$ cat config.mk
export PLATFORM = sky130hd
export DESIGN_NAME = rle4_bitmap_span_decoder
export DESIGN_NICKNAME = d
export VERILOG_FILES = /design/src/rle4bsd_pkg.sv /design/src/rle4bsd_queue.sv /design/src/rle4bsd_front.sv /design/src/rle4bsd_back.sv /design/src/rle4_bitmap_span_decoder.sv
export SDC_FILE = /design/constraint.sdc
export NUM_CORES = 1
export LEC_CHECK = 0
export BUFFER_PORTS_ARGS = -buffer_cell sky130_fd_sc_hd__buf_4
export CAP_MARGIN = 5
export CORE_UTILIZATION = 48
export CTS_BUF_LIST = sky130_fd_sc_hd__clkbuf_4
export DETAILED_ROUTE_END_ITERATION = 12
export HOLD_SLACK_MARGIN = 0.12
export PLACE_DENSITY = 0.65
export SLEW_MARGIN = 25
export SYNTH_ARGS = -nofsm -noshare
export SYNTH_HDL_FRONTEND = slang
export SYNTH_SLANG_ARGS = --single-unit
export TNS_END_PERCENT = 1
$ cat constraint.sdc
create_clock -name clk_i -period 6.55 [get_ports clk_i]
set_input_delay 1.31 -clock clk_i [delete_from_list [all_inputs] [get_ports clk_i]]
set_output_delay 1.31 -clock clk_i [all_outputs]
set_load 0.02 [all_outputs]
$ cat src/rle4bsd_pkg.sv
// Package for the RLE4 bitmap span decoder: decode phases, escape codes,
// span attribute struct and shared width constants. No dependencies.
`timescale 1ns / 1ps

package rle4bsd_pkg;

  // Default coordinate width and result queue depth
  localparam int unsigned COORD_BITS_DEF = 12;
  localparam int unsigned QDEPTH_DEF     = 2;

  // Fixed field widths
  localparam int unsigned BYTE_W  = 8;
  localparam int unsigned NIB_W   = 4;
  localparam int unsigned XY_W    = 12;
  localparam int unsigned ROW_W   = 13;
  localparam int unsigned CFG_W   = 13;
  localparam int unsigned CFG_A_W = 2;

  // Tallest bitmap handled; taller heights are clipped to this
  localparam logic [ROW_W-1:0] HEIGHT_MAX = 13'd4096;

  // Second byte of an escape
  localparam logic [BYTE_W-1:0] ESC_EOL   = 8'h00;
  localparam logic [BYTE_W-1:0] ESC_EOB   = 8'h01;
  localparam logic [BYTE_W-1:0] ESC_DELTA = 8'h02;

  // Configuration register indexes
  typedef enum logic [CFG_A_W-1:0] {
    CFG_X_ORIGIN = 2'd0,
    CFG_Y_ORIGIN = 2'd1,
    CFG_HEIGHT   = 2'd2
  } cfg_idx_e;

  // Decoder phases
  typedef enum logic [2:0] {
    PH_FIN   = 3'd0,
    PH_CMD   = 3'd1,
    PH_COLOR = 3'd2,
    PH_ESC   = 3'd3,
    PH_DX    = 3'd4,
    PH_DY    = 3'd5,
    PH_ABS   = 3'd6
  } phase_e;

  // Span attributes carried with each queued result
  typedef struct packed {
    logic [BYTE_W-1:0] len;
    logic [NIB_W-1:0]  color_even;
    logic [NIB_W-1:0]  color_odd;
    logic              finished;
  } span_attr_t;

endpackage

$ cat src/rle4bsd_queue.sv
// Short result queue between the decode front and the output back end.
// Depends on nothing but its parameters.
`timescale 1ns / 1ps

module rle4bsd_queue #(
  parameter int unsigned WIDTH = 32,
  parameter int unsigned DEPTH = 2
) (
  input  logic             clk_i,
  input  logic             rst_ni,
  input  logic             push_i,
  input  logic [WIDTH-1:0] push_data_i,
  output logic             full_o,
  input  logic             pop_i,
  output logic             valid_o,
  output logic [WIDTH-1:0] pop_data_o
);

  localparam int unsigned PTR_W = (DEPTH > 1) ? $clog2(DEPTH) : 1;
  localparam int unsigned CNT_W = $clog2(DEPTH + 1);

  logic [WIDTH-1:0] mem_q [DEPTH];
  logic [PTR_W-1:0] wr_ptr_q, wr_ptr_d;
  logic [PTR_W-1:0] rd_ptr_q, rd_ptr_d;
  logic [CNT_W-1:0] count_q, count_d;
  logic             do_push, do_pop;

  assign full_o     = (count_q == CNT_W'(DEPTH));
  assign valid_o    = (count_q != '0);
  assign pop_data_o = mem_q[rd_ptr_q];

  assign do_push = push_i & ~full_o;
  assign do_pop  = pop_i & valid_o;

  // Advance pointers and occupancy
  always_comb begin
    wr_ptr_d = wr_ptr_q;
    rd_ptr_d = rd_ptr_q;
    count_d  = count_q;
    if (do_push) begin
      wr_ptr_d = (wr_ptr_q == PTR_W'(DEPTH - 1)) ? '0 : wr_ptr_q + 1'b1;
    end
    if (do_pop) begin
      rd_ptr_d = (rd_ptr_q == PTR_W'(DEPTH - 1)) ? '0 : rd_ptr_q + 1'b1;
    end
    if (do_push && !do_pop) begin
      count_d = count_q + 1'b1;
    end else if (do_pop && !do_push) begin
      count_d = count_q - 1'b1;
    end
  end

  always_ff @(posedge clk_i or negedge rst_ni) begin
    if (!rst_ni) begin
      wr_ptr_q <= '0;
      rd_ptr_q <= '0;
      count_q  <= '0;
    end else begin
      wr_ptr_q <= wr_ptr_d;
      rd_ptr_q <= rd_ptr_d;
      count_q  <= count_d;
    end
  end

  // Store entries
  always_ff @(posedge clk_i) begin
    if (do_push) begin
      mem_q[wr_ptr_q] <= push_data_i;
    end
  end

endmodule

$ cat src/rle4bsd_front.sv
// Decode front: accepts stream bytes, tracks the RLE4 grammar and the
// cursor, and pushes spans and finish reports. Uses rle4bsd_pkg.
`timescale 1ns / 1ps

module rle4bsd_front #(
  parameter int unsigned COORD_BITS = rle4bsd_pkg::COORD_BITS_DEF
) (
  input  logic                                clk_i,
  input  logic                                rst_ni,
  input  logic                                in_valid_i,
  output logic                                in_stall_o,
  input  logic [rle4bsd_pkg::BYTE_W-1:0]      data_byte_i,
  input  logic                                start_of_bitmap_i,
  input  logic [rle4bsd_pkg::CFG_W-1:0]       height_i,
  input  logic                                q_full_i,
  output logic                                q_push_o,
  output logic [COORD_BITS-1:0]               q_col_o,
  output logic [rle4bsd_pkg::ROW_W-1:0]       q_row_o,
  output rle4bsd_pkg::span_attr_t             q_attr_o
);

  import rle4bsd_pkg::*;

  phase_e                   phase_q, phase_d, ph_e;
  logic [BYTE_W-1:0]        run_q, run_d, run_e;
  logic [BYTE_W-1:0]        dx_q, dx_d, dx_e;
  logic [BYTE_W-1:0]        abs_q, abs_d, abs_e;
  logic                     pad_q, pad_d, pad_e;
  logic [COORD_BITS-1:0]    col_q, col_d, col_e;
  logic signed [ROW_W-1:0]  row_q, row_d, row_e;

  logic                     accept;
  logic [ROW_W-1:0]         height_clip;
  logic signed [ROW_W-1:0]  start_row;
  logic                     zero_start;
  logic signed [ROW_W-1:0]  row_eol, row_dy;
  logic [BYTE_W-1:0]        abs_take, abs_left;
  logic [BYTE_W:0]          abs_inc;
  logic                     emit;
  span_attr_t               attr;

  assign in_stall_o = q_full_i;
  assign accept     = in_valid_i & ~q_full_i;

  // Resolve the start flag into the state this byte sees
  assign height_clip = (height_i > HEIGHT_MAX) ? HEIGHT_MAX : height_i;
  assign start_row   = $signed(height_clip - 13'd1);
  assign zero_start  = start_of_bitmap_i & start_row[ROW_W-1];

  assign ph_e  = start_of_bitmap_i ? (zero_start ? PH_FIN : PH_CMD) : phase_q;
  assign run_e = start_of_bitmap_i ? '0 : run_q;
  assign dx_e  = start_of_bitmap_i ? '0 : dx_q;
  assign abs_e = start_of_bitmap_i ? '0 : abs_q;
  assign pad_e = start_of_bitmap_i ? 1'b0 : pad_q;
  assign col_e = start_of_bitmap_i ? '0 : col_q;
  assign row_e = start_of_bitmap_i ? start_row : row_q;

  // Cursor moves and absolute-run bookkeeping
  assign row_eol  = row_e - 13'sd1;
  assign row_dy   = row_e - $signed({{(ROW_W - BYTE_W){1'b0}}, data_byte_i});
  assign abs_take = (abs_e >= 8'd2) ? 8'd2 : 8'd1;
  assign abs_left = abs_e - abs_take;
  assign abs_inc  = {1'b0, data_byte_i} + 9'd1;

  // Next phase
  always_comb begin
    phase_d = phase_q;
    if (accept) begin
      unique case (ph_e)
        PH_FIN:   phase_d = PH_FIN;
        PH_CMD:   phase_d = (data_byte_i != '0) ? PH_COLOR : PH_ESC;
        PH_COLOR: phase_d = PH_CMD;
        PH_ESC: begin
          if (data_byte_i == ESC_EOL) begin
            phase_d = row_eol[ROW_W-1] ? PH_FIN : PH_CMD;
          end else if (data_byte_i == ESC_EOB) begin
            phase_d = PH_FIN;
          end else if (data_byte_i == ESC_DELTA) begin
            phase_d = PH_DX;
          end else begin
            phase_d = PH_ABS;
          end
        end
        PH_DX:    phase_d = PH_DY;
        PH_DY:    phase_d = row_dy[ROW_W-1] ? PH_FIN : PH_CMD;
        PH_ABS: begin
          if (abs_e == '0) begin
            phase_d = PH_CMD;
          end else if (abs_left == '0 && !pad_e) begin
            phase_d = PH_CMD;
          end else begin
            phase_d = PH_ABS;
          end
        end
        default:  phase_d = PH_FIN;
      endcase
    end
  end

  // Datapath registers and the pushed result
  always_comb begin
    run_d = run_q;
    dx_d  = dx_q;
    abs_d = abs_q;
    pad_d = pad_q;
    col_d = col_q;
    row_d = row_q;
    emit  = 1'b0;
    attr  = '0;
    if (accept) begin
      run_d = run_e;
      dx_d  = dx_e;
      abs_d = abs_e;
      pad_d = pad_e;
      col_d = col_e;
      row_d = row_e;
      if (zero_start) begin
        emit          = 1'b1;
        attr.finished = 1'b1;
      end
      unique case (ph_e)
        PH_FIN: ;
        PH_CMD: begin
          if (data_byte_i != '0) begin
            run_d = data_byte_i;
          end
        end
        PH_COLOR: begin
          emit            = 1'b1;
          attr.len        = run_e;
          attr.color_even = data_byte_i[BYTE_W-1 -: NIB_W];
          attr.color_odd  = data_byte_i[NIB_W-1:0];
          col_d           = col_e + COORD_BITS'(run_e);
        end
        PH_ESC: begin
          if (data_byte_i == ESC_EOL) begin
            col_d = '0;
            row_d = row_eol;
            if (row_eol[ROW_W-1]) begin
              emit          = 1'b1;
              attr.finished = 1'b1;
            end
          end else if (data_byte_i == ESC_EOB) begin
            emit          = 1'b1;
            attr.finished = 1'b1;
          end else if (data_byte_i != ESC_DELTA) begin
            abs_d = data_byte_i;
            pad_d = abs_inc[1];
          end
        end
        PH_DX: begin
          dx_d = data_byte_i;
        end
        PH_DY: begin
          col_d = col_e + COORD_BITS'(dx_e);
          row_d = row_dy;
          if (row_dy[ROW_W-1]) begin
            emit          = 1'b1;
            attr.finished = 1'b1;
          end
        end
        PH_ABS: begin
          if (abs_e == '0) begin
            // drop the pad byte
            pad_d = 1'b0;
          end else begin
            emit            = 1'b1;
            attr.len        = abs_take;
            attr.color_even = data_byte_i[BYTE_W-1 -: NIB_W];
            attr.color_odd  = (abs_take == 8'd2) ? data_byte_i[NIB_W-1:0] : '0;
            col_d           = col_e + COORD_BITS'(abs_take);
            abs_d           = abs_left;
          end
        end
        default: ;
      endcase
    end
  end

  assign q_push_o = emit;
  assign q_col_o  = col_e;
  assign q_row_o  = row_e;
  assign q_attr_o = attr;

  always_ff @(posedge clk_i or negedge rst_ni) begin
    if (!rst_ni) begin
      phase_q <= PH_FIN;
      run_q   <= '0;
      dx_q    <= '0;
      abs_q   <= '0;
      pad_q   <= 1'b0;
      col_q   <= '0;
      row_q   <= '1;
    end else begin
      phase_q <= phase_d;
      run_q   <= run_d;
      dx_q    <= dx_d;
      abs_q   <= abs_d;
      pad_q   <= pad_d;
      col_q   <= col_d;
      row_q   <= row_d;
    end
  end

endmodule

$ cat src/rle4bsd_back.sv
// Output back end: takes queued spans, adds the screen origin, wraps the
// coordinates and holds the result in the output register. Uses rle4bsd_pkg.
`timescale 1ns / 1ps

module rle4bsd_back #(
  parameter int unsigned COORD_BITS = rle4bsd_pkg::COORD_BITS_DEF
) (
  input  logic                              clk_i,
  input  logic                              rst_ni,
  input  logic                              q_valid_i,
  output logic                              q_pop_o,
  input  logic [COORD_BITS-1:0]             q_col_i,
  input  logic [rle4bsd_pkg::ROW_W-1:0]     q_row_i,
  input  rle4bsd_pkg::span_attr_t           q_attr_i,
  input  logic [rle4bsd_pkg::XY_W-1:0]      x_origin_i,
  input  logic [rle4bsd_pkg::XY_W-1:0]      y_origin_i,
  output logic                              out_valid_o,
  input  logic                              out_stall_i,
  output logic [rle4bsd_pkg::XY_W-1:0]      span_x_o,
  output logic [rle4bsd_pkg::XY_W-1:0]      span_y_o,
  output logic [rle4bsd_pkg::BYTE_W-1:0]    span_len_o,
  output logic [rle4bsd_pkg::NIB_W-1:0]     color_even_o,
  output logic [rle4bsd_pkg::NIB_W-1:0]     color_odd_o,
  output logic                              finished_o
);

  import rle4bsd_pkg::*;

  localparam int unsigned SUM_W = (COORD_BITS > ROW_W) ? COORD_BITS : ROW_W;
  localparam logic [SUM_W-1:0] COORD_MASK = SUM_W'((64'd1 << COORD_BITS) - 64'd1);

  logic              out_valid_q;
  logic [XY_W-1:0]   span_x_q, span_y_q;
  logic [BYTE_W-1:0] span_len_q;
  logic [NIB_W-1:0]  color_even_q, color_odd_q;
  logic              finished_q;

  logic              load;
  logic [SUM_W-1:0]  sum_x, sum_y;
  logic [XY_W-1:0]   span_x_d, span_y_d;

  // Add origin and wrap to the coordinate width
  assign sum_x    = SUM_W'(q_col_i) + SUM_W'(x_origin_i);
  assign sum_y    = SUM_W'(q_row_i) + SUM_W'(y_origin_i);
  assign span_x_d = XY_W'(sum_x & COORD_MASK);
  assign span_y_d = XY_W'(sum_y & COORD_MASK);

  // Refill the output register when it is empty or being taken
  assign load    = q_valid_i & (~out_valid_q | ~out_stall_i);
  assign q_pop_o = load;

  always_ff @(posedge clk_i or negedge rst_ni) begin
    if (!rst_ni) begin
      out_valid_q <= 1'b0;
    end else if (!out_valid_q || !out_stall_i) begin
      out_valid_q <= q_valid_i;
    end
  end

  // Finish reports carry zero coordinates and colors
  always_ff @(posedge clk_i) begin
    if (load) begin
      span_x_q     <= q_attr_i.finished ? '0 : span_x_d;
      span_y_q     <= q_attr_i.finished ? '0 : span_y_d;
      span_len_q   <= q_attr_i.len;
      color_even_q <= q_attr_i.color_even;
      color_odd_q  <= q_attr_i.color_odd;
      finished_q   <= q_attr_i.finished;
    end
  end

  assign out_valid_o  = out_valid_q;
  assign span_x_o     = span_x_q;
  assign span_y_o     = span_y_q;
  assign span_len_o   = span_len_q;
  assign color_even_o = color_even_q;
  assign color_odd_o  = color_odd_q;
  assign finished_o   = finished_q;

endmodule

$ cat src/rle4_bitmap_span_decoder.sv
// Top level of the RLE4 bitmap span decoder: configuration registers, decode
// front, result queue and output back end. Uses rle4bsd_pkg and submodules.
// Throughput: one byte per cycle; the input stalls only while the queue holds
// QDEPTH results behind a stalled output. The queue takes a span at the edge that
// accepts its last byte; the output register loads it once empty or being taken.
// Reset: asynchronous, clears origins and height and leaves the decoder
// finished, ignoring bytes until one arrives with the start flag set.
`timescale 1ns / 1ps

module rle4_bitmap_span_decoder #(
  parameter int unsigned COORD_BITS = rle4bsd_pkg::COORD_BITS_DEF,
  parameter int unsigned QDEPTH     = rle4bsd_pkg::QDEPTH_DEF
) (
  input  logic                              clk_i,
  input  logic                              rst_ni,
  input  logic                              cfg_we_i,
  input  logic [rle4bsd_pkg::CFG_A_W-1:0]   cfg_idx_i,
  input  logic [rle4bsd_pkg::CFG_W-1:0]     cfg_wdata_i,
  input  logic                              in_valid_i,
  output logic                              in_stall_o,
  input  logic [rle4bsd_pkg::BYTE_W-1:0]    data_byte_i,
  input  logic                              start_of_bitmap_i,
  output logic                              out_valid_o,
  input  logic                              out_stall_i,
  output logic [rle4bsd_pkg::XY_W-1:0]      span_x_o,
  output logic [rle4bsd_pkg::XY_W-1:0]      span_y_o,
  output logic [rle4bsd_pkg::BYTE_W-1:0]    span_len_o,
  output logic [rle4bsd_pkg::NIB_W-1:0]     color_even_o,
  output logic [rle4bsd_pkg::NIB_W-1:0]     color_odd_o,
  output logic                              finished_o
);

  import rle4bsd_pkg::*;

  localparam int unsigned ATTR_W = $bits(span_attr_t);
  localparam int unsigned QW     = COORD_BITS + ROW_W + ATTR_W;

  logic [XY_W-1:0]       x_origin_q, y_origin_q;
  logic [CFG_W-1:0]      height_q;

  logic                  q_push, q_full, q_pop, q_valid;
  logic [COORD_BITS-1:0] f_col;
  logic [ROW_W-1:0]      f_row;
  span_attr_t            f_attr;
  logic [QW-1:0]         q_wdata, q_rdata;

  // Write configuration registers
  always_ff @(posedge clk_i or negedge rst_ni) begin
    if (!rst_ni) begin
      x_origin_q <= '0;
      y_origin_q <= '0;
      height_q   <= '0;
    end else if (cfg_we_i) begin
      unique case (cfg_idx_e'(cfg_idx_i))
        CFG_X_ORIGIN: x_origin_q <= cfg_wdata_i[XY_W-1:0];
        CFG_Y_ORIGIN: y_origin_q <= cfg_wdata_i[XY_W-1:0];
        CFG_HEIGHT:   height_q   <= cfg_wdata_i;
        default: ;
      endcase
    end
  end

  rle4bsd_front #(
    .COORD_BITS(COORD_BITS)
  ) u_front (
    .clk_i            (clk_i),
    .rst_ni           (rst_ni),
    .in_valid_i       (in_valid_i),
    .in_stall_o       (in_stall_o),
    .data_byte_i      (data_byte_i),
    .start_of_bitmap_i(start_of_bitmap_i),
    .height_i         (height_q),
    .q_full_i         (q_full),
    .q_push_o         (q_push),
    .q_col_o          (f_col),
    .q_row_o          (f_row),
    .q_attr_o         (f_attr)
  );

  assign q_wdata = {f_col, f_row, f_attr};

  rle4bsd_queue #(
    .WIDTH(QW),
    .DEPTH(QDEPTH)
  ) u_queue (
    .clk_i      (clk_i),
    .rst_ni     (rst_ni),
    .push_i     (q_push),
    .push_data_i(q_wdata),
    .full_o     (q_full),
    .pop_i      (q_pop),
    .valid_o    (q_valid),
    .pop_data_o (q_rdata)
  );

  rle4bsd_back #(
    .COORD_BITS(COORD_BITS)
  ) u_back (
    .clk_i       (clk_i),
    .rst_ni      (rst_ni),
    .q_valid_i   (q_valid),
    .q_pop_o     (q_pop),
    .q_col_i     (q_rdata[QW-1 -: COORD_BITS]),
    .q_row_i     (q_rdata[ATTR_W +: ROW_W]),
    .q_attr_i    (span_attr_t'(q_rdata[ATTR_W-1:0])),
    .x_origin_i  (x_origin_q),
    .y_origin_i  (y_origin_q),
    .out_valid_o (out_valid_o),
    .out_stall_i (out_stall_i),
    .span_x_o    (span_x_o),
    .span_y_o    (span_y_o),
    .span_len_o  (span_len_o),
    .color_even_o(color_even_o),
    .color_odd_o (color_odd_o),
    .finished_o  (finished_o)
  );

endmodule

* Word-level counts from Yosys, hierarchy flattened *
Memory sizes are Yosys's and may differ from the RTL's.
Cells that the tools add are included.

word-level totals
  register bits after elaboration = 136
  latch bits = 0
  memory bits (writable) = 84
  ROM bits = 0
  output and inout port bits = 43
  logic and storage cells = 134
  memories = 1

cells by class
  $add $sub $neg = 14
  $mul = 0
  divide/modulo/power cells = 0
  $lt $le $gt $ge = 2
  eq/ne operators = 13
  shift-type cells = 0
  mux-type cells = 56
  bitwise gates (word level) = 9
  reductions and logical operators = 19

memories
  name           depth  bits a word  rd ports  clocked after Yosys merged registers in  write ports  line                 source
  u_queue.mem_q  2      42           1         0                                        1            rle4bsd_queue.sv:22  logic [WIDTH-1:0] mem_q [DEPTH];

operator list
  operator                                             number
  2-to-1 mux 8 bit                                     10
  one-hot mux 12 bit (4 select lines)                  1
  2-to-1 mux 13 bit                                    3
  adder 12 x 8 -> 12 bit                               3
  2-to-1 mux 12 bit                                    3
  one-hot mux 16 bit (2 select lines)                  1
  one-hot mux 13 bit (2 select lines)                  1
  adder 12 bit                                         2
  logical NOT 8 bit                                    3
  2-to-1 mux 1 bit                                     20
  one-hot mux 3 bit (6 select lines)                   1
  2-to-1 mux 17 bit                                    1
  == test 8 x 2 -> 1 bit, second input constant        2
  one-hot mux 8 bit (2 select lines)                   1
  2-to-1 mux 3 bit                                     5
  > comparator 13 bit, second input constant           1
  subtractor 13 x 1 -> 13 bit, second input constant   1
  subtractor 13 x 2 -> 13 bit, second input constant   1
  subtractor 13 x 9 -> 13 bit                          1
  2-to-1 mux 10 bit                                    1
  == test 3 bit, second input constant                 3
  == test 8 x 1 -> 1 bit, second input constant        1
  >= comparator 8 x 2 -> 1 bit, second input constant  1
  2-to-1 mux 2 bit                                     4
  22 further kinds                                     42

* Longest topological paths before layout *
Gate-level depths: netlist of the first run.

  depth after elaboration = 14
  gate-level depth with buffers = 21

* Cells and area by module *
From an unflattened synthesis of the first run, not the netlist that was laid out.

second synthesis, totals
  cell total of the unflattened synthesis = 1093
  area, all modules = 12361.9 µm²

by module, submodules not included
  module                    times used  cells each  area an instance (µm²)  seq. area each (µm²)
  rle4bsd_front             1           671         5191.2                  1342.5
  rle4bsd_queue             1           150         3430.8                  2622.5
  rle4bsd_back              1           192         2349.8                  1256.2
  rle4_bitmap_span_decoder  1           80          1390.1                  925.9

* Least setup slack after synthesis of the first run *
Ideal clock, no wire load.

  path type = input -> register
  from = input start_of_bitmap_i
  to = memory u_queue.mem_q[0][0] (netlist name) (enable)
  data arrival time = 5843 ps
  data required time = 6111 ps
  path slack = 267 ps
  stages = 14
  buffers on the path = 2
  cells stage by stage = buf_2 > buf_1 > mux2i_1 > ha_1 > fa_1 > nor2b_1 > o2111ai_1 > and4_1 > nor3_1 > nor2_2 > xor2_1 > a2bb2oi_2 > o31ai_4 > nor2_1

between the ends
  word-level cells in the longest chain between the ends = 9
  elaborated cells between the ends (all ways) = 23
  those cells by class = add/sub: 2; eq/ne: 4; mux: 14; bitwise: 2; reduce/logical: 1

RTL lines
  item                                                           line                                      source
  start, declared                                                rle4_bitmap_span_decoder.sv:22            input logic start_of_bitmap_i,
  2-to-1 mux 13 bit / bitwise AND 1 bit (equally long branches)  rle4bsd_front.sv:56, rle4bsd_front.sv:48
  subtractor 13 x 2 -> 13 bit (tied with other cells)            rle4bsd_front.sv:59                       assign row_eol = row_e - 13'sd1;
  2-to-1 mux 1 bit (tied with other cells)                       rle4bsd_front.sv:139                      if (row_eol[ROW_W-1]) begin
  2-to-1 mux 1 bit (tied with other cells)                       rle4bsd_front.sv:136                      if (data_byte_i == ESC_EOL) begin
  one-hot mux 1 bit (4 select lines) (*)                         rle4bsd_front.sv:121                      unique case (ph_e)
  2-to-1 mux 1 bit (*)                                           rle4bsd_front.sv:110                      if (accept) begin
  bitwise AND 1 bit (*)                                          rle4bsd_queue.sv:32                       assign do_push = push_i & ~full_o;
  2-to-1 mux 1 bit (*)                                           rle4bsd_queue.sv:67                       if (do_push) begin
  2-to-1 mux 1 bit (not written as such) (*)                     rle4bsd_queue.sv:68                       mem_q[wr_ptr_q] <= push_data_i;
  end, declared                                                  rle4bsd_queue.sv:22

Every way passes the cells marked *; elsewhere a longest branch is shown, timed or not.

* Final worst setup path of the first run *
  from = register height_q[12]
  to = memory u_queue.mem_q[1][28] (netlist name) (enable)

between the ends
  word-level cells in the longest chain between the ends = 12
  elaborated cells between the ends (all ways) = 24
  those cells by class = add/sub: 3; order compare: 1; eq/ne: 4; mux: 14; bitwise: 2

RTL lines
  item                                        line                            source
  start, declared                             rle4_bitmap_span_decoder.sv:39  logic [CFG_W-1:0] height_q;
  start signal, assigned                      rle4_bitmap_span_decoder.sv:57  CFG_HEIGHT: height_q <= cfg_wdata_i;
  > comparator 13 bit (*)                     rle4bsd_front.sv:46             assign height_clip = (height_i > HEIGHT_MAX) ? HEIGHT_MAX : height_i;
  2-to-1 mux 13 bit (*)                       rle4bsd_front.sv:46
  subtractor 13 x 1 -> 13 bit (*)             rle4bsd_front.sv:47             assign start_row = $signed(height_clip - 13'd1);
  2-to-1 mux 13 bit (*)                       rle4bsd_front.sv:56             assign row_e = start_of_bitmap_i ? start_row : row_q;
  via f_row[2]                                rle4_bitmap_span_decoder.sv:43  logic [ROW_W-1:0] f_row;
  subtractor 13 x 2 -> 13 bit                 rle4bsd_front.sv:59
  2-to-1 mux 1 bit                            rle4bsd_front.sv:139
  2-to-1 mux 1 bit                            rle4bsd_front.sv:136
  one-hot mux 1 bit (4 select lines) (*)      rle4bsd_front.sv:121
  2-to-1 mux 1 bit (*)                        rle4bsd_front.sv:110
  bitwise AND 1 bit (*)                       rle4bsd_queue.sv:32
  via u_queue.do_push                         rle4bsd_queue.sv:26             logic do_push, do_pop;
  2-to-1 mux 1 bit (*)                        rle4bsd_queue.sv:67
  2-to-1 mux 1 bit (not written as such) (*)  rle4bsd_queue.sv:68

Mark *: on every way through the listed nets, which the timed path passes. The rest lies on a longest branch.

==> metrics list, run 1 <==
- The flow ran to the end, and the final reports show no timing, DRC or antenna violations.
- After global routing the overflow that remains totals 0.
- Among all flip-flop cells after synthesis, the most frequent one is sky130_fd_sc_hd__edfxtp_1.
* Count of different cell masters after synthesis: 75
- Biggest fanout along the worst timing path: 41
- Capturing point of the worst reg2reg path: u_queue.mem_q[1][28]
- Setup total negative slack on the finished layout was measured at 0 ns.
- Total non-filler cell area in the finished layout: 0.0136 sq mm
- Initial Util: 49.3%
- Source of the worst register-to-register timing path: height_q[12]
- Post-cts hold buffer count: 0
* Total via count after detailed routing: 9,060
* Maximum clock path buffer count: 3
* Number of synthesized register bits: 218
- Entering global routing, the biggest net connects 57 pins.
* CP startpoint kind: flop
* DR DRC count: 0
* Die ar.: 0.0258 sq mm
* Layout overhead on the synthesized area: 13.1%
- Summing the sequential cell areas from Yosys gives 50.5% of the chip area.
* Pre-Repair DR Iteration Count: 5
* Average wire length per cell after detail routing: 18.1 um
- For this design the static power due to leakage is 5.55 nW.
- 72 I/O pins were placed.
* Fraction of final layout cells sized beyond drive strength 1: 22.7%
- The layout has 2,146 filler cells.
- The worst hold path begins at u_front.row_q[0].
* Synth warnings: 0
* Tcrit/Tclk final: 80.4%
* Final critical path time including I/O delays and setup: 5.27 ns
- Summing all multi-input logic gate instances after layout gives 0.00558 sq mm.
* Detailed-route wire length: 28,800 um
- Setup repair after global routing left no endpoint under its margin.
- Via count of the first global-routing pass: 8,593
- Worst Hold Endpoint: u_front.row_q[0]
- After detailed routing, the number of vias per cell comes to 5.72.
- Fraction of post-synthesis cell area in the top cell type by area: 30.6%
- Buffers inserted during clock tree synthesis total 56.
* Global-route wire length before repair: 46,100 um
- The root buffer cell chosen for the clock tree is sky130_fd_sc_hd__clkbuf_4.
* Async set-reset flop share out of synthesis: 43.6%
- In the post-synthesis netlist, the biggest area contributors are sky130_fd_sc_hd__edfxtp_1 31%, sky130_fd_sc_hd__dfrtp_1 17%, sky130_fd_sc_hd__mux2_2 6.7%.
- The worst-case IR drop observed on VDD is 0.000194 V.
- In this run the cell area of the synthesized design comes to 0.0121 sq mm.
- TritonCTS built the clock tree.
- CTS sink cnt: 218
- Flip-flop and latch area: 0.00609 sq mm
- Clock skew on the completed layout was measured at 0.0357 ns.
- The path class of the tightest hold or removal check is reg2reg.
* Number of nets with antenna violations after detailed routing: 0
* # port buffers: 71
* Area of placed instances: 0.0129 sq mm
- Die Ht: 160 um
- Counting instances, the worst hold path has a depth of 2.
- Register-to-Register Path Depth: 17
- Synthesis produced a netlist with a net count of 1,208.
* Maximum level of the CTS H-tree: 2
- Worst max-slew margin expressed relative to the limit: 33.7%
* Latest clock arrival within the worst-skew pair: 0.67 ns
- The number of gates resized after CTS was 0.
- After clock tree synthesis, the clock-pin slew on the worst setup and hold paths is 0.07 ns.
* EDFF count, synth: 123
* Number of setup buffers added after CTS: 0
- The number of antenna violations at the first check in global routing is 1.
* Category of the critical setup timing path: reg2reg
* Number of DRC markers after the initial detailed-route iteration: 638
- Dividing the synthesized area by the synthesized cell count gives 10.7 sq um.
* Critical path capture point type: flop
- Routability-driven placement finished with a final weighted congestion of 0.914.
- Post-synthesis cell type with the largest combined area: sky130_fd_sc_hd__edfxtp_1
- Horizontal die dimension: 160 um
* Hold Fails Final Rpt: 0
- DPL Wire Length: 20,300 um
- The floorplan step defined a core boundary enclosing 0.0245 sq mm.
- Max-capacitance violation count: 0
* Worst EP required: 6.83 ns
- Critical path arrival: 5.55 ns
* F_max: 190 MHz
* Instance count of the mapped netlist: 1,125
- For the pin with the worst max-slew slack, the measured transition is 0.990 ns.
- The final layout contains 1,295 nets.
- Max-slew violation total from the final report: 0
* All-Layer GR Usage: 22.7%
* Std-Cell Rows: 57
* Setup violation total in the final timing report: 0
- Internal reg-to-reg setup slack: 1.28 ns
- For this design the ratio of total power to cell area is 400 mW/mm^2.
-- per-stage QoR --
stage | worst slack [ns] | hold slack [ns] | std cells | util (%) | total power [mW]
2_1_floorplan | 0.267 | 0.437 | 1125 | - | 3.66
3_3_place_gp | 0.968 | 0.452 | 1478 | 52.7 | 4.27
3_5_place_dp | 0.885 | 0.456 | 1478 | 52.7 | 4.31
4_1_cts | 1.36 | 0.464 | 1584 | 55.7 | 5.49
5_1_grt | 0.811 | 0.484 | 1585 | 55.7 | 5.83
6_report | 1.28 | 0.461 | 1585 | 55.7 | 5.45
-- area by class of cell --
cell class | instances | share of cell area (%)
antenna | 1 | 0.0184
sequential | 218 | 44.7
clock inverter | 26 | 1.03
inverter | 50 | 1.38
multi-input combinational | 802 | 40.9
clock buffer | 80 | 4.41
tap | 324 | 2.97
timing repair buffer | 84 | 4.63
-- layer usage --
layer / GRT usage (%) / vias up / wire (um)
met2: 35.5 / 268 / 13400
met3: 3.69 / 47 / 1510
met4: 7.66 / 0 / 583
li1: - / 4366 / -
met5: 0 / - / 0
met1: 32.0 / 4379 / 13300
-- registers in the layout (all words and copies together) (netlist names), 2 cells and up --
signal and flops:
u_back.color_odd_o 4, x_origin_q 12, u_front.col_q 12, y_origin_q 12, u_queue.count_q 2, u_back.color_even_o 4
u_front.phase_q 3, u_queue.mem_q 82, u_back.span_y_o 12, height_q 13, u_back.span_x_o 12, u_front.dx_q 8
u_front.abs_q 8, u_back.span_len_o 8, u_front.run_q 8, u_front.row_q 13
-- report_power, final --
part / switching [mW] / internal, mW
combinational: 1.21 / 0.884
clock: 0.558 / 0.610
sequential: 0.267 / 1.92
total: 2.03 / 3.42
-- cells in the mapped netlist (5+ instances only) --
cell type and instances:
sky130_fd_sc_hd__nand2_1 96, sky130_fd_sc_hd__or4_1 5, sky130_fd_sc_hd__nor2b_1 28, sky130_fd_sc_hd__fa_1 6, sky130_fd_sc_hd__a21oi_1 56, sky130_fd_sc_hd__and3_1 9, sky130_fd_sc_hd__and2_1 25, sky130_fd_sc_hd__nand4_1 5
sky130_fd_sc_hd__xor2_1 14, sky130_fd_sc_hd__mux2i_1 7, sky130_fd_sc_hd__a22o_1 16, sky130_fd_sc_hd__nand2b_1 10, sky130_fd_sc_hd__dfrtp_1 82, sky130_fd_sc_hd__a21boi_0 8, sky130_fd_sc_hd__mux2_2 72, sky130_fd_sc_hd__a21o_1 13
sky130_fd_sc_hd__ha_1 48, sky130_fd_sc_hd__or3_1 9, sky130_fd_sc_hd__xnor2_1 23, sky130_fd_sc_hd__a22oi_1 13, sky130_fd_sc_hd__nand3_1 25, sky130_fd_sc_hd__o21ai_0 64, sky130_fd_sc_hd__buf_1 9, sky130_fd_sc_hd__inv_1 49
sky130_fd_sc_hd__or2_2 5, sky130_fd_sc_hd__nor2_1 88, sky130_fd_sc_hd__nor3_1 39, sky130_fd_sc_hd__o22ai_1 14, sky130_fd_sc_hd__clkbuf_1 43, sky130_fd_sc_hd__a31oi_1 17, sky130_fd_sc_hd__o21a_1 5, sky130_fd_sc_hd__dfstp_2 13
sky130_fd_sc_hd__edfxtp_1 123
-- cell usage in the layout (no fill, tap or decap), types with 7 or more instances in the layout --
cell                       Yosys  routed
sky130_fd_sc_hd__a21boi_0      8       8
sky130_fd_sc_hd__a21o_1       13      13
sky130_fd_sc_hd__a21oi_1      56      56
sky130_fd_sc_hd__a22o_1       16      16
sky130_fd_sc_hd__a22oi_1      13      13
sky130_fd_sc_hd__a31oi_1      17      17
sky130_fd_sc_hd__and2_1       25      24
sky130_fd_sc_hd__and3_1        9       9
sky130_fd_sc_hd__buf_4         0      84
sky130_fd_sc_hd__clkbuf_4      0      80
sky130_fd_sc_hd__clkinv_1      0      15
sky130_fd_sc_hd__clkinv_2      0       9
sky130_fd_sc_hd__dfrtp_1      82      81
sky130_fd_sc_hd__dfstp_2      13      13
sky130_fd_sc_hd__edfxtp_1    123     123
sky130_fd_sc_hd__ha_1         48      48
sky130_fd_sc_hd__inv_1        49      49
sky130_fd_sc_hd__mux2_2       72      72
sky130_fd_sc_hd__mux2i_1       7       7
sky130_fd_sc_hd__nand2_1      96      96
sky130_fd_sc_hd__nand2b_1     10      10
sky130_fd_sc_hd__nand3_1      25      25
sky130_fd_sc_hd__nor2_1       88      87
sky130_fd_sc_hd__nor2b_1      28      28
sky130_fd_sc_hd__nor3_1       39      39
sky130_fd_sc_hd__o21ai_0      64      64
sky130_fd_sc_hd__o22ai_1      14      14
sky130_fd_sc_hd__or3_1         9       9
sky130_fd_sc_hd__xnor2_1      23      23
sky130_fd_sc_hd__xor2_1       14      14
-- worst max path at each step --
stage	startpoint	endpoint	slack, ns	cells past startpoint
3_3_place_gp	start_of_bitmap_i	u_queue.mem_q[1][40]	0.97	16
2_1_floorplan	start_of_bitmap_i	u_queue.mem_q[0][0]	0.27	14
4_1_cts	height_q[12]	u_queue.mem_q[1][1]	1.36	17
5_1_grt	height_q[12]	u_queue.mem_q[1][28]	0.81	17
3_5_place_dp	start_of_bitmap_i	u_queue.mem_q[1][39]	0.88	15
6_report	height_q[12]	u_queue.mem_q[1][28]	1.28	17
-- cells by family after synthesis --
family | after synthesis | share of synthesized area (%)
XOR/XNOR | 38 | 2.82
buffers and inverters | 105 | 3.35
multiplexers | 79 | 7.31
adder cells (fa/ha/maj) | 54 | 5.98
AND/OR/NAND/NOR | 362 | 14.9
AO/OA/AOI/OAI | 269 | 15.2
flip-flops | 218 | 50.5
-- worst max-delay path, stage by stage (launching register included) --
cell                        delay (ns)
sky130_fd_sc_hd__dfrtp_1          0.61
sky130_fd_sc_hd__inv_1            0.20
sky130_fd_sc_hd__nand2_1          0.11
sky130_fd_sc_hd__ha_1             0.40
sky130_fd_sc_hd__xnor2_1          0.19
sky130_fd_sc_hd__a21oi_1          0.54
sky130_fd_sc_hd__ha_1             0.25
sky130_fd_sc_hd__nor2b_1          0.19
sky130_fd_sc_hd__o2111ai_1        0.15
sky130_fd_sc_hd__and4_1           0.18
sky130_fd_sc_hd__nor3_1           0.69
sky130_fd_sc_hd__nor2_2           0.06
sky130_fd_sc_hd__xor2_1           0.32
sky130_fd_sc_hd__a2bb2oi_2        0.21
sky130_fd_sc_hd__o31ai_4          0.11
sky130_fd_sc_hd__inv_2            0.08
sky130_fd_sc_hd__and2_2           0.13
sky130_fd_sc_hd__buf_4            0.45
(Power assumes the default switching activity.)
==> run 2: changes to the inputs <==
Settings changed: ABC_AREA set to 1, PLACE_DENSITY 0.65 to 0.68.
Clock period 6.55 ns to 4.68 ns, I/O delays scaled along.
==> run 2 against run 1 <==
  * Fmax grew 23%
  * Power grew 49%
  * Sequential share of layout area shrank 1.0 points
  * Clock-buffer cell count shrank 1
  * Area after synthesis grew 1.9%
  * Worst hold slack lost 0.15 ns
  * Largest power group is now combinational cells
==> metrics list, run 2 <==
- Post-Route Setup TNS: 0 ns
- The routed layout has 10,300 vias.
- Max stage delay cell, worst path: sky130_fd_sc_hd__dfrtp_2
- Category of the critical setup timing path: reg2reg
- Fraction of post-synthesis cell area in the top cell type by area: 30.1%
- TritonCTS built the clock tree.
* Synth warnings: 0
* Worst setup skew after layout: 0.0425 ns
- Worst hold margin: 0.314 ns
- Layout overhead on the synthesized area: 13.6%
- Timing analysis after detailed placement gives a worst setup slack of 0.207 ns.
- Counting every sink on the clock net gives 218.
- Total leakage power: 6.33 nW
* Async set-reset flop share out of synthesis: 43.6%
* Critical path capture point type: flop
- The number of max-slew violations in the final report came to 0.
* Setup repair after global routing missed its margin: false
- For the worst setup path, the data required time is 5.26 ns.
* Max-capacitance violation count: 0
* Post-Syn Area: 0.0123 sq mm
- For the worst flop-to-flop path, the logic depth is 27.
* Setup violation total in the final timing report: 0
- The worst register-to-register path has a setup slack of 0.40 ns.
- Number of nets in the layout: 1,628
- Worst max-slew margin expressed relative to the limit: 47.0%
- Final critical path time including I/O delays and setup: 4.28 ns
* Result of the run: finished, final reports clean
* Post-route core utilization: 55.6%
* Maximum level of the CTS H-tree: 2
- Summed over all instances, the cell type with the most area after synthesis is sky130_fd_sc_hd__edfxtp_1.
* Syn Area/Cell: 8.52 sq um
- Mapped Nets: 1,524
- Commonest non-fill, non-tap cell in the layout: sky130_fd_sc_hd__nand2_1
- The later pin in the worst-skew pair is clocked with a latency of 0.70 ns.
- Pre-Repair DR Iteration Count: 5
- Slew @ Worst Pin: 0.793 ns
- Number of I/O pins: 72
- After detailed routing, the number of vias per cell comes to 5.34.
- Global-route wire length before repair: 49,700 um
- In this run the standard cell core region covers 0.0251 sq mm.
- EDFF count, synth: 123
- Tcrit/Tclk final: 91.5%
- Number of synthesized register bits: 218
* F_max: 234 MHz
- STA classifies the critical path startpoint as a flop.
* Number of fillers in the final layout: 2,315
- The final hold violation count is 0.
- Yosys instantiated no cell more often than sky130_fd_sc_hd__nand2_1.
- In the layout the commonest cells are 353 x sky130_fd_sc_hd__nand2_1, 177 x sky130_fd_sc_hd__inv_1, 137 x sky130_fd_sc_hd__o21ai_0.
- Most used flip-flop cell after synthesis: sky130_fd_sc_hd__edfxtp_1
- The detailed router finished its first iteration with 966 violations.
* Flip-flop and latch area: 0.00609 sq mm
- The floorplan has 58 rows.
* Max FFs per register: 82
- The cell that appears most often on the critical path is sky130_fd_sc_hd__nand2_1.
- Maximum clock path buffer count: 3
* All-Layer GR Usage: 24.2%
- In the routed design, unresolved DRC markers number 0.
- Average wire length per cell after detail routing: 16.1 um
- PostCTS Resize Cnt: 0
- The endpoint identified for the worst register-to-register timing path is u_queue.count_q[1].
- DPL Wire Length: 21,700 um
- Synthesis produced 1,441 cells.
- The via count of the first global-routing pass came to 9,847.
- The tree is rooted in a sky130_fd_sc_hd__clkbuf_4.
- Max rail drop VDD: 0.000275 V
- Clock-pin slew was measured on the worst setup and hold paths at 0.07 ns.
- Final setup slack of the worst path: 0.399 ns
* Count of different cell masters after synthesis: 62
- Horizontal die dimension: 162 um
- Combined area of the multi-input logic cells: 0.00527 sq mm
- After clock tree synthesis, the flow added hold-fix buffers numbering 0.
* GR Overflow Total: 0
- The largest registers in the layout are u_queue.mem_q (82), height_q (13), u_front.row_q (13).
- Biggest fanout along the worst timing path: 6
* Power per cell area: 581 mW/mm^2
- Yosys attributes the largest share of cell area to sky130_fd_sc_hd__edfxtp_1 30%, sky130_fd_sc_hd__dfrtp_1 17%, sky130_fd_sc_hd__nand2_1 11%.
* Clock buffers created by TritonCTS: 57
- Largest Register: u_queue.mem_q
- Sorting the synthesized cells by how often they occur yields 353 x sky130_fd_sc_hd__nand2_1, 177 x sky130_fd_sc_hd__inv_1, 138 x sky130_fd_sc_hd__o21ai_0.
- Largest incremental delay on the critical path: 0.46 ns
* Die ar.: 0.0262 sq mm
- Data on the critical path arrives at its endpoint at 4.86 ns.
- The worst register-to-register path begins at height_q[12].
- Number of setup buffers added after CTS: 0
- Share of synthesized area occupied by flip-flops and latches: 49.6%
- The congestion estimate from routability-driven global placement came to 0.919.
- Once the floorplan was initialized, standard cells occupied 48.9% of the core.
- The number of antenna violations at the first check in global routing was 2.
- Maximum number of pins on one net before global-route repair: 62
* Die Ht: 162 um
- The count of buffers added on input and output ports is 71.
- Class of the tightest hold or removal check: in2async
- The final layout contains routed wiring with a total length of 30,900 um.
* Fraction of final layout cells sized beyond drive strength 1: 16.7%
- Once detail routing completed, the nets flagged for antenna violations numbered 0.
==> run 2: changes by cell type after synthesis, sizes merged, moves of 11 or more <==
cell / change
a21oi: +27
a22o: -16
a22oi: -12
and2: -23
inv: +139
mux2: -72
nand2: +270
nand3: +42
nor2: +29
nor2b: -28
nor3: -24
o21ai: +86
or2: +11
xnor2: -17
==> run 2: layout make-up <==
type	count	area share, %
antenna	1	0.0179
clock buffer	79	4.25
clock inverter	27	0.996
inverter	191	5.15
multi-input combinational	984	37.8
sequential	218	43.6
tap	330	2.96
timing repair buffer	93	5.18
==> run 2: layer usage <==
layer / part of all wire [%] / global-route usage, % / routed length [um] / vias to the layer above
met5: 0.042 / 0 / 13 / -
met4: 2.9 / 9.22 / 882 / 2
met3: 7.3 / 4.75 / 2260 / 85
met2: 47 / 40.2 / 14600 / 335
met1: 43 / 31.2 / 13100 / 4777
li1: - / - / - / 5076
==> run 2: critical path: cells and delay by family (launching register included) <==
kind | cells | cell delay (ns)
AOI/OAI and AO/OA | 8 | 1.02
xor gates and xnor gates | 1 | 0.15
adders and majority gates | 3 | 0.93
buffers and inverters | 4 | 0.40
DFF | 1 | 0.46
and+or+nand+nor | 11 | 1.21
==> run 2: how the worst max path moves through the flow <==
stage / from / slack, ns / cells after the start / to
global placement: start_of_bitmap_i / 0.25 / 24 / u_queue.count_q[1]
floorplan: start_of_bitmap_i / 0.11 / 19 / u_queue.mem_q[0][0]
CTS: height_q[12] / 0.34 / 26 / u_queue.count_q[1]
finish: height_q[12] / 0.40 / 27 / u_queue.count_q[1]
detailed placement: start_of_bitmap_i / 0.21 / 24 / u_queue.count_q[1]
global route: height_q[12] / 0.04 / 27 / u_queue.count_q[1]
==> run 2: kinds of logic after synthesis <==
family	count (synthesis)	synth area share (%)
simple gates	607	21.3
xor+xnor	21	1.50
flops	218	49.6
buf+inv	239	7.66
fa+ha+maj	54	5.87
compound gates	302	14.1
==> run 2: through the flow <==
step | power (mW) | area [sq um] | std cells
after floorplan | 5.38 | 12300 | 1441
after global placement | 6.41 | 13200 | 1816
after detailed placement | 6.49 | 13200 | 1816
after CTS | 8.16 | 13900 | 1922
after global routing | 8.73 | 14000 | 1923
final | 8.11 | 14000 | 1923
==> run 2: report_power, final <==
part,total (mW),switching [mW],internal [mW]
logic,3.45,2.28,1.17
clock network,1.64,0.799,0.842
registers,3.02,0.249,2.77
==> run 3: changes to the inputs <==
Settings changed: REMOVE_ABC_BUFFERS set to 1.
==> run 3 against run 2 <==
  * Register-to-register slack got worse by 0.04 ns
  * Global-route usage is 1.1 points higher
  * Die area stayed put
  * Largest cell class unchanged
  * Largest power group unchanged
  * Core utilization increased by 0.42 points
  * Wire length is 4.5% higher
  * Via count rose by 1.4%
  * Sequential power hardly changed
  * Sequential cell count unchanged
  * Worst setup slack worse by 0.040 ns
==> metrics list, run 3 (synthesis gave the netlist of run 2 again) <==
- Compared with the post-synthesis result, the final layout area differs by 14.5%.
- After the last flow step, the layout net total stands at 1,636.
- For the worst-skew pair, the clock arrives at the later sink with an insertion delay of 0.70 ns.
- Post-Route Setup TNS: 0 ns
- Fraction of final layout cells sized beyond drive strength 1: 17.5%
* Largest registers: u_queue.mem_q (82), height_q (13), u_front.row_q (13)
* Clock tree from TritonCTS: yes
- Maximum number of pins on one net before global-route repair: 49
- Clock slew seen by the registers of the worst setup and hold paths: 0.07 ns
- Commonest non-fill, non-tap cell in the layout: sky130_fd_sc_hd__nand2_1
- Counting flops per register, the top entry is u_queue.mem_q.
* All-Layer GR Usage: 25.4%
* F_max: 231 MHz
- DPL Wire Length: 23,200 um
* Routing usage on met3: 4.11%
- The flow ran to the end, and the final reports show no timing, DRC or antenna violations.
* Critical path capture point type: flop
* Std-Cell Rows: 58
* Commonest non-fill, non-tap cells in the layout: 353 x sky130_fd_sc_hd__nand2_1, 176 x sky130_fd_sc_hd__inv_1, 137 x sky130_fd_sc_hd__o21ai_0
- DR DRC count: 0
- The initial utilization of the core area, before any placement, comes to 48.9%.
- During placement, the flow inserted port buffers numbering 71.
- Total leakage power: 6.39 nW
- In this run the remaining antenna-violating nets after routing total 0.
- Setup violation total in the final timing report: 0
- The finished cells cover 0.0141 sq mm.
* Hold Fails Final Rpt: 0
- The number of antenna violations at the first check in global routing was 1.
* Slew @ Worst Pin: 0.855 ns
* Layer with the highest usage after global routing: met2
* Tcrit/Tclk final: 92.3%
- TritonCTS created 58 clock buffers.
* Worst max-slew margin expressed relative to the limit: 42.9%
- The H-tree was split into 2 levels.
- Post-place setup slack: 0.289 ns
* Max rail drop VDD: 0.000263 V
* Max FFs per register: 82
- The first detailed-routing pass took 6 iterations.
* Average wire length per cell after detail routing: 16.7 um
- Area of placed instances: 0.0133 sq mm
- Across the run, the number of max-cap violations was 0.
- Critical path arrival: 4.90 ns
- The floorplan step defined a die boundary enclosing 0.0262 sq mm.
- Root Driver: sky130_fd_sc_hd__clkbuf_4
* Detailed-route wire length: 32,300 um
- Die Ht: 162 um
* Power per cell area: 588 mW/mm^2
- The congestion estimate from routability-driven global placement came to 0.919.
- Global-route met2 utilization: 41.4%
- The first global-routing pass estimated 51,800 um of wire.
- In this run the deepest clock path goes through 3 buffers.
* CTS sink cnt: 218
- Worst setup skew after layout: 0.0510 ns
- Total via count after detailed routing: 10,400
- STA classifies the critical path startpoint as a flop.
- Category of the critical setup timing path: reg2reg
- Via count of the first global-routing pass: 9,928
* Via-to-Cell Ratio: 5.39
- Once routing completed, OpenROAD measured the worst setup slack at 0.360 ns.
- The region available for standard cell placement spans 0.0251 sq mm.
- The tightest hold path in the finished design has a slack of 0.472 ns.
* Number of DRC markers after the initial detailed-route iteration: 892
- Final critical path time including I/O delays and setup: 4.32 ns
- Number of I/O pins: 72
- The worst hold path belongs to the class reg2reg.
- For met1 alone, demand over resource in global routing was 34.5%.
* Largest incremental delay on the critical path: 0.46 ns
- Biggest fanout along the worst timing path: 6
- Horizontal die dimension: 162 um
* Max-slew violation total from the final report: 0
- Worst EP required: 5.26 ns
* Max stage delay cell, worst path: sky130_fd_sc_hd__dfrtp_2
- For this run the aggregate overflow at the end of global routing stands at 0.
-- run 3: changes by cell type in the layout (fill, tap and decap cells not counted), moves of 2 or more --
cell | previous run | this run
sky130_fd_sc_hd__clkbuf_4 | 79 | 89
sky130_fd_sc_hd__clkinv_1 | 20 | 17
sky130_fd_sc_hd__buf_4 | 91 | 97
sky130_fd_sc_hd__clkinv_2 | 7 | 5
-- run 3: cell type report --
cell class | instances | area [sq um]
Tap cell | 330 | 413
Sequential cell | 218 | 6090
Fill cell | 2302 | 11100
Antenna cell | 1 | 2.50
Clock buffer | 89 | 668
Inverter | 191 | 719
Multi-Input combinational cell | 984 | 5270
Timing Repair Buffer | 100 | 778
Clock inverter | 21 | 114
-- run 3: report_power, final --
group / switching, mW / internal, mW
Clock: 0.815 / 0.925
Sequential: 0.220 / 2.78
Combinational: 2.35 / 1.18
Total: 3.38 / 4.88
-- run 3: path summary, 6_finish.rpt --
kind | start | endpoint | cells after the start | slack [ns]
max | height_q[12] | u_queue.count_q[1] | 26 | 0.36
min | u_front.row_q[12] | u_front.row_q[12] | 2 | 0.47
max reg2reg | height_q[12] | u_queue.count_q[1] | 26 | 0.36
min reg2reg | u_front.row_q[12] | u_front.row_q[12] | 2 | 0.47
max in group asynchronous | rst_ni | u_front.row_q[12] | 3 | 3.20
min in group asynchronous | rst_ni | u_front.abs_q[4] | 2 | 0.63
-- run 3: stage by stage --
step / util, % / cells / total power, mW
6_report: 56.0 / 1934 / 8.26
5_1_grt: 56.0 / 1934 / 8.88
4_1_cts: 55.9 / 1933 / 8.29
3_5_place_dp: 52.8 / 1822 / 6.53
3_3_place_gp: 52.8 / 1822 / 6.47
2_1_floorplan: - / 1393 / 5.33
-- run 3: layer usage --
metal,up-vias,part of all wire [%],wire [um]
li1,5093,-,-
met1,4951,46,14700
met2,315,47,15000
met3,59,5.6,1790
met4,0,2.3,741
met5,-,0,0
-- run 3: timing repair --
action                                  in CTS  in global routing
hold endpoints to repair                     5                  0
setup buffers                                0                  0
gates resized for setup                      0                  2
hold buffers                                 1                  0
endpoints found under the setup margin       0                  1
-- run 3: critical path: cells and delay by family, from the launching register on --
family | cells | cell delay, ns
DFF | 1 | 0.46
adders and majority gates | 3 | 0.89
xor gates and xnor gates | 1 | 0.15
buffers and inverters | 4 | 0.41
AOI/OAI and AO/OA | 8 | 1.27
and+or+nand+nor | 10 | 1.06
